**config.mk**
```make
export PLATFORM = sky130hd
export DESIGN_NAME = rcar_front
export DESIGN_NICKNAME = d
export VERILOG_FILES = /design/src/rcar_pkg.sv /design/src/rcar_front.sv
export SDC_FILE = /design/constraint.sdc
export NUM_CORES = 1
export LEC_CHECK = 0
export ABC_AREA = 1
export ABC_CLOCK_PERIOD_IN_PS = 6070
export BUFFER_PORTS_ARGS = -buffer_cell sky130_fd_sc_hd__buf_2
export CAP_MARGIN = 0
export CORE_MARGIN = 1
export CORE_UTILIZATION = 30
export DETAILED_ROUTE_END_ITERATION = 12
export GPL_TIMING_DRIVEN = 0
export SLEW_MARGIN = 25
export SYNTH_ARGS = -nofsm -noshare
export SYNTH_HDL_FRONTEND = slang
export SYNTH_SLANG_ARGS = --single-unit
```
**constraint.sdc**
```tcl
create_clock -name i_clk -period 6.07 [get_ports i_clk]
set_clock_uncertainty 0.2 [all_clocks]
set_input_delay 1.214 -clock i_clk [delete_from_list [all_inputs] [get_ports i_clk]]
set_output_delay 1.214 -clock i_clk [all_outputs]
set_load 0.005 [all_outputs]
```
**src/rcar_pkg.sv**
```systemverilog
// ----------------------------------------------------------------------------
// rcar_pkg: shared types and constants of the RMS current amplitude regulator
// Q16.16 fixed-point constants, item and configuration structs, sequencer
// states and configuration register indexes.
// ----------------------------------------------------------------------------
`default_nettype none

package rcar_pkg;

    localparam int DW   = 32;            // data word width
    localparam int FB   = 16;            // fraction bits
    localparam int IW   = 64;            // integral width
    localparam int QW   = 50;            // gain * |error| width
    localparam int C_ONE = 1 << FB;
    localparam int C_HI  = ((11 << FB) + 5) / 10;   // 1.1 in Q16.16
    localparam int C_LO  = ((9 << FB) + 5) / 10;    // 0.9 in Q16.16

    // configuration register indexes
    typedef enum logic [2:0] {
        CFG_INIT_AMP = 3'd0,
        CFG_FREQ     = 3'd1,
        CFG_PERIOD   = 3'd2,
        CFG_TARGET   = 3'd3,
        CFG_GAIN     = 3'd4,
        CFG_TOL      = 3'd5
    } t_cfg_idx;

    typedef struct packed {
        logic [DW-1:0] init_amp;
        logic [DW-1:0] freq;
        logic [DW-1:0] period;
        logic [DW-1:0] target;
        logic [16:0]   gain;
        logic [22:0]   tol;
    } t_cfg;

    typedef struct packed {
        logic [DW-1:0]        time_step;
        logic [DW-1:0]        current_sq_sample;
        logic signed [DW-1:0] power_sample;
        logic                 first_step;
    } t_item;

    // queue status and pop as driven by the back end
    typedef struct packed {
        logic avail;
        logic pop;
    } t_q_ctl;

    typedef enum logic [4:0] {
        ST_IDLE, ST_MC, ST_MP, ST_ACC, ST_CHK,
        ST_F0, ST_F1, ST_F2, ST_F3,
        ST_P0, ST_P1, ST_P2, ST_P3, ST_SQW,
        ST_D0, ST_D1, ST_D2, ST_DIV, ST_AM, ST_AM2, ST_EMIT
    } t_state;

endpackage

`default_nettype wire

```
**src/rcar_front.sv**
```systemverilog
// ----------------------------------------------------------------------------
// rcar_front: input side of the regulator
// Accepts tick items and holds them in a two-entry queue for the back end.
// ----------------------------------------------------------------------------
`default_nettype none

module rcar_front (
    input  logic            i_clk,
    input  logic            i_rst_n,
    input  logic            i_in_valid,
    output logic            o_in_stall,
    input  rcar_pkg::t_item i_item,
    input  logic            i_pop,
    output logic            o_avail,
    output rcar_pkg::t_item o_item
);
    import rcar_pkg::*;

    t_item      r_mem [2];
    logic       r_wp;
    logic       r_rp;
    logic [1:0] r_cnt;
    logic       w_push;

    assign o_in_stall = (r_cnt == 2'd2);
    assign o_avail    = (r_cnt != 2'd0);
    assign o_item     = r_mem[r_rp];
    assign w_push     = i_in_valid && !o_in_stall;

    // queue pointers and fill count
    always_ff @(posedge i_clk) begin
        if (!i_rst_n) begin
            r_wp  <= 1'b0;
            r_rp  <= 1'b0;
            r_cnt <= 2'd0;
        end else begin
            if (w_push) r_wp <= ~r_wp;
            if (i_pop)  r_rp <= ~r_rp;
            if (w_push && !i_pop)      r_cnt <= r_cnt + 2'd1;
            else if (!w_push && i_pop) r_cnt <= r_cnt - 2'd1;
        end
    end

    // queue storage
    always_ff @(posedge i_clk) begin
        if (w_push) r_mem[r_wp] <= i_item;
    end

endmodule

`default_nettype wire

```
Yosys cells after proc, flatten, opt, wreduce, memory -nomap -nowiden
Memories as Yosys holds them, arrays and structs flattened. A register that Yosys moved wholly into a read port is not among the register bits.
Cells that the tools add are included.
{"block": "op_classes", "n_addsub": 2, "eq_ne": 1, "n_mux": 6, "bitwise": 2, "reduce_logical": 8}
{"operator": "2-to-1 mux 1 bit", "count": 4}
{"operator": "2-to-1 mux 2 bit", "count": 2}
{"operator": "nonzero test 2 bit", "count": 2}
{"operator": "logical AND 1 bit", "count": 3}
{"operator": "zero test 1 bit", "count": 3}
{"operator": "adder 2 x 1 -> 2 bit, second input constant", "count": 1}
{"operator": "equality test 2 bit, second input constant", "count": 1}
{"operator": "NOT 1 bit", "count": 2}
{"operator": "subtractor 2 x 1 -> 2 bit, second input constant", "count": 1}
{"block": "word_totals", "register_bits": 4, "mem_bits_rw": 194, "inputBits": 101, "output_inout_bits": 99, "wordCells": 23, "mem_count": 1}
{"name": "r_mem", "depth": 2, "width": 97, "rd": 1, "rd_clocked_by_memory_dff": 1, "write_ports": 1, "line": "rcar_front.sv:19", "source": "t_item r_mem [2];"}

Logic depth before layout (Yosys ltp)
{"block": "logic_depth", "word_depth": 7, "mapped_depth": 10, "mapped_depth_nobuf": 10}

Worst setup path after synthesis
Ideal clock, no wire load.
{"block": "synth_timing", "path_kind": "input -> register", "start": "input i_in_valid", "end": "memory r_mem[0][0] (netlist name), enable pin", "setup_ns": 0.554, "t_arrival_ns": 5.408, "t_required_ns": 5.316, "setup_slack_ns": -0.092, "stages": 2, "n_path_buf": 0, "path_cell_list": "o21ai_0 > nor2_1"}
{"block": "synth_via", "elab_chain_len": 3}
{"element": "start, declared", "line": "rcar_front.sv:10", "source": "input logic i_in_valid,"}
{"element": "logical AND 1 bit", "line": "rcar_front.sv:28", "source": "assign w_push = i_in_valid && !o_in_stall;"}
{"element": "2-to-1 mux 1 bit", "line": "rcar_front.sv:46", "source": "if (w_push) r_mem[r_wp] <= i_item;"}
{"element": "2-to-1 mux 1 bit (implied by the code)", "line": "rcar_front.sv:46"}
{"element": "end, declared", "line": "rcar_front.sv:19"}
Every way passes these cells.

==> impl_summary.md <==
Placement
The HPWL after detailed placement is 9.98 mm. The number of placed instances with taps included is 864. At the end of routability-driven placement, the weighted congestion stood at 0.673.

Buffers placed on the I/O ports in this run total 199.

Layout
At the end of the flow, the number of nets in the layout was 666. The share of post-route cells with drive strength above 1 is 60.3%. After filler insertion, the fill cell instance count of the layout stands at 2171. Compared with the post-synthesis result, the final layout area differs by 29.9%.

The storage element area is 5930 um^2. For this run, the number of standard cells in the final layout without fillers is 898. The multi-input logic area is 1320 um^2.

Global route
The combined global-route utilization of all metal layers is 11.2%. The global-route layer with the greatest usage is met2. For met3 alone, demand over resource in global routing was 4.63%. Summed over all layers, the global routing overflow is 0. The global routing usage on met2 is 20.5%.

Global routing consumed, on the met1 layer, 11.6% of the routing resources. The via count of the first global-routing pass is 3955. The initial antenna violation count is 2. The first global-routing pass estimated 20.6 mm of wire. Entering global routing, the biggest net connects 26 pins.

Synth
Counting instances in the post-synthesis netlist gives the leading cell types as sky130_fd_sc_hd__edfxtp_1, sky130_fd_sc_hd__mux2_2, sky130_fd_sc_hd__mux2_4. In the post-synthesis netlist, the biggest area contributors are sky130_fd_sc_hd__edfxtp_1, sky130_fd_sc_hd__mux2_2, sky130_fd_sc_hd__mux2_4. For this run, the register share of the synthesized area comes to 80.6%.

The most used standard cell by instance count after synthesis is sky130_fd_sc_hd__edfxtp_1. For this run, the number of Yosys warnings is 0. Counting flops and latches in the post-synthesis netlist gives 199. The gate count after technology mapping is 338. The post-synthesis async set-or-reset flop share is 0%.

Each instance of the synthesized netlist takes up on average 21.7 um^2. The prevailing post-synth register cell is sky130_fd_sc_hd__edfxtp_1. The number of synthesized flops with an enable pin is 194. After synthesis the cells add up to 7350 um^2. The number of nets handed over by synthesis was 440. Of all cell types, the one taking the most synthesized area is sky130_fd_sc_hd__edfxtp_1. The share of the synthesized area in the top cell type is 79.3%.

After synthesis, the netlist uses 14 different library cells.

Clock network
At the later pin of the worst-skew pair, clock insertion delay measures 0.42 ns. Once the clock tree was built, the setup fixing pass inserted 0 buffers. Clock-pin slew was measured on the worst setup and hold paths at 0.08 ns. The CTS H-tree depth is 4.

The clock tree from TritonCTS is done. The hold buffer count at CTS is 0. Gates resized during post-CTS repair numbered 0. The buffer depth of the longest clock path is 2. Clock tree synthesis inserted a total of 17 buffers. The tree is rooted in a sky130_fd_sc_hd__clkbuf_16. The total number of clock tree sinks is 199.

Power and ir drop
For this design the static power due to leakage is 3.63 nW. Dividing total power by cell area gives a power density of 331 nW/um^2. The peak supply drop is 0.183 mV.

STA
Setup repair after global routing left no endpoint under its margin. Counting I/O delays and the setup requirement, the final critical path takes 3.12 ns. Setup violations remaining at the end of the flow were counted as 0. The max-slew violation count was 0. For the pin with the worst max-slew slack, the measured transition is 0.845 ns. The final hold violation count was 0. The worst max-slew margin expressed relative to the limit is 43.1%. The total negative setup slack is 0 ns. The highest attainable clock frequency is 0.321 GHz. The final cycle utilization of the critical path is 51.4%.

Floorplan
The effective utilization at floorplan is 30.9%. The floorplan has 56 rows. Pin placement for this block handled 200 I/O pins. The floorplan step defined a die boundary enclosing 25100 um^2.

The die width is 159 um. After floorplanning, the core was sized to cover 23800 um^2. The vertical extent of the die is 159 um.

Setup path
The highest fanout seen on the critical path is 10. The path type of the worst setup path is flop to output port. The worst path required time is 4.66 ns. The type of origin of the critical path is a flop. The worst-case register-to-register setup slack is 3.85 ns. The end of the worst register-to-register path is r_cnt[1]$_SDFFE_PN0P_. The length in cells of the worst reg-to-reg path is 9.

The data arrival time at the worst-slack endpoint is 1.70 ns. The startpoint of the worst-slack reg-to-reg timing path is r_cnt[1]$_SDFFE_PN0P_. STA classifies the critical path endpoint as an output port.

Run
The number of max-cap violations is 0.

Route
The number of remaining DRC errors is 0. The routed wire length is 14.0 mm. In the final routed layout, each cell accounts on average for 15.6 um. In this run the remaining antenna-violating nets after routing total 0. The number of DRC violations after detailed-routing iteration 0 is 151. The final route contains 3804 vias. The first detailed-routing pass ran for 4 iterations. In the routed layout, each cell is associated on average with a via count of 4.24.

Worst hold path
The path class of the tightest hold or removal check is flop to flop. The startpoint of the lowest-slack hold path is r_rp$_SDFFE_PN0P_. The cell depth of the worst min-delay path is 2.

For hold timing, the worst endpoint is r_rp$_SDFFE_PN0P_.

Status
The flow ran to the end, and the final reports show no timing, DRC or antenna violations.
registers in the layout, indices dropped and copies added, names as in the netlist, named ones only:
register  count
r_mem       194
r_wp          1
r_cnt         2
r_rp          1
logic make-up (layout without fill, tap and decap cells):
kind of cell             count (synthesis)  after routing  synth area share, %
buffers and inverters                   19            258                 1.58
multiplexers                            97             97                 16.4
adder cells (fa/ha/maj)                  1              1                0.170
AO/OA/AOI/OAI                            4              4                0.272
flip-flops                             199            199                 80.6
other                                    0              2                    0
AND/OR/NAND/NOR                         18             18                0.970
layout by cell type, fill, tap and decap left out:
cell type / netlist / layout
sky130_fd_sc_hd__buf_2: 6 / 205
sky130_fd_sc_hd__edfxtp_1: 194 / 194
sky130_fd_sc_hd__mux2_2: 67 / 67
sky130_fd_sc_hd__mux2_4: 30 / 30
sky130_fd_sc_hd__clkbuf_16: 0 / 17
sky130_fd_sc_hd__inv_1: 8 / 8
sky130_fd_sc_hd__nor2_1: 9 / 7
sky130_fd_sc_hd__nand2_1: 7 / 7
sky130_fd_sc_hd__inv_6: 0 / 6
sky130_fd_sc_hd__buf_6: 5 / 5
sky130_fd_sc_hd__dfxtp_1: 5 / 5
sky130_fd_sc_hd__buf_12: 0 / 4
sky130_fd_sc_hd__buf_16: 0 / 4
sky130_fd_sc_hd__o21ai_0: 3 / 3
sky130_fd_sc_hd__diode_2: 0 / 2
sky130_fd_sc_hd__nor2_4: 0 / 2
sky130_fd_sc_hd__clkinv_8: 0 / 2
sky130_fd_sc_hd__clkinv_4: 0 / 2
sky130_fd_sc_hd__inv_8: 0 / 2
sky130_fd_sc_hd__a21oi_1: 1 / 1
sky130_fd_sc_hd__nand3_1: 1 / 1
sky130_fd_sc_hd__nand4_1: 1 / 1
sky130_fd_sc_hd__ha_1: 1 / 1
sky130_fd_sc_hd__clkinv_1: 0 / 1
sky130_fd_sc_hd__bufinv_16: 0 / 1
sky130_fd_sc_hd__clkinv_2: 0 / 1
routing by layer:
metal  share of wire (%)  up-vias
met1                  39     1886
li1                    -     1782
met3                 7.4        9
met4                 1.0        0
met5                   0        -
met2                  52      127
power breakdown:
part	total, W	leakage (nW)	switching (W)	internal, W
Clock	0.00112	0.290	0.000534	0.000587
Combinational	0.000378	1.49	0.000183	0.000195
Sequential	0.00166	1.85	0.0000240	0.00163
layout make-up:
| class | count | share of cell area (%) |
|---|---|---|
| sequential | 199 | 62.1 |
| multi-input combinational | 120 | 13.9 |
| timing repair buffer | 207 | 12.4 |
| clock buffer | 17 | 4.46 |
| tap | 319 | 4.18 |
| clock inverter | 15 | 1.72 |
| buffer | 11 | 0.904 |
| inverter | 8 | 0.315 |
| antenna | 2 | 0.0524 |
metrics by stage:
stage	setup WS, ns	total power, W	hold WS [ns]	utilization (%)	instance area, um^2
2_1_floorplan	-0.0916	0.00189	0.263	-	7350
3_3_place_gp	-2.38	0.00205	0.280	36.8	8750
3_5_place_dp	3.04	0.00208	0.288	37.7	8950
4_1_cts	2.89	0.00321	0.314	40.2	9540
5_1_grt	2.84	0.00329	0.322	40.2	9540
6_report	2.95	0.00316	0.308	40.2	9550
critical path: stages (launching register included):
cell and delay, ns:
sky130_fd_sc_hd__dfxtp_1 0.33, sky130_fd_sc_hd__buf_6 0.13, sky130_fd_sc_hd__buf_2 0.29, sky130_fd_sc_hd__mux2_2 0.38, sky130_fd_sc_hd__buf_2 0.14
how the worst max path moves through the flow:
stage / from / to / slack [ns] / cells after the start
floorplan: i_in_valid / r_mem[0][0]$_DFFE_PP_ / -0.09 / 2
global placement: i_in_valid / r_mem[0][59]$_DFFE_PP_ / -2.38 / 3
detailed placement: i_in_valid / r_mem[0][70]$_DFFE_PP_ / 3.04 / 5
CTS: flop / o_item[71] / 2.89 / 5
global route: flop / o_item[71] / 2.84 / 5
finish: flop / o_item[24] / 2.95 / 4
(Power assumes the default switching activity.)
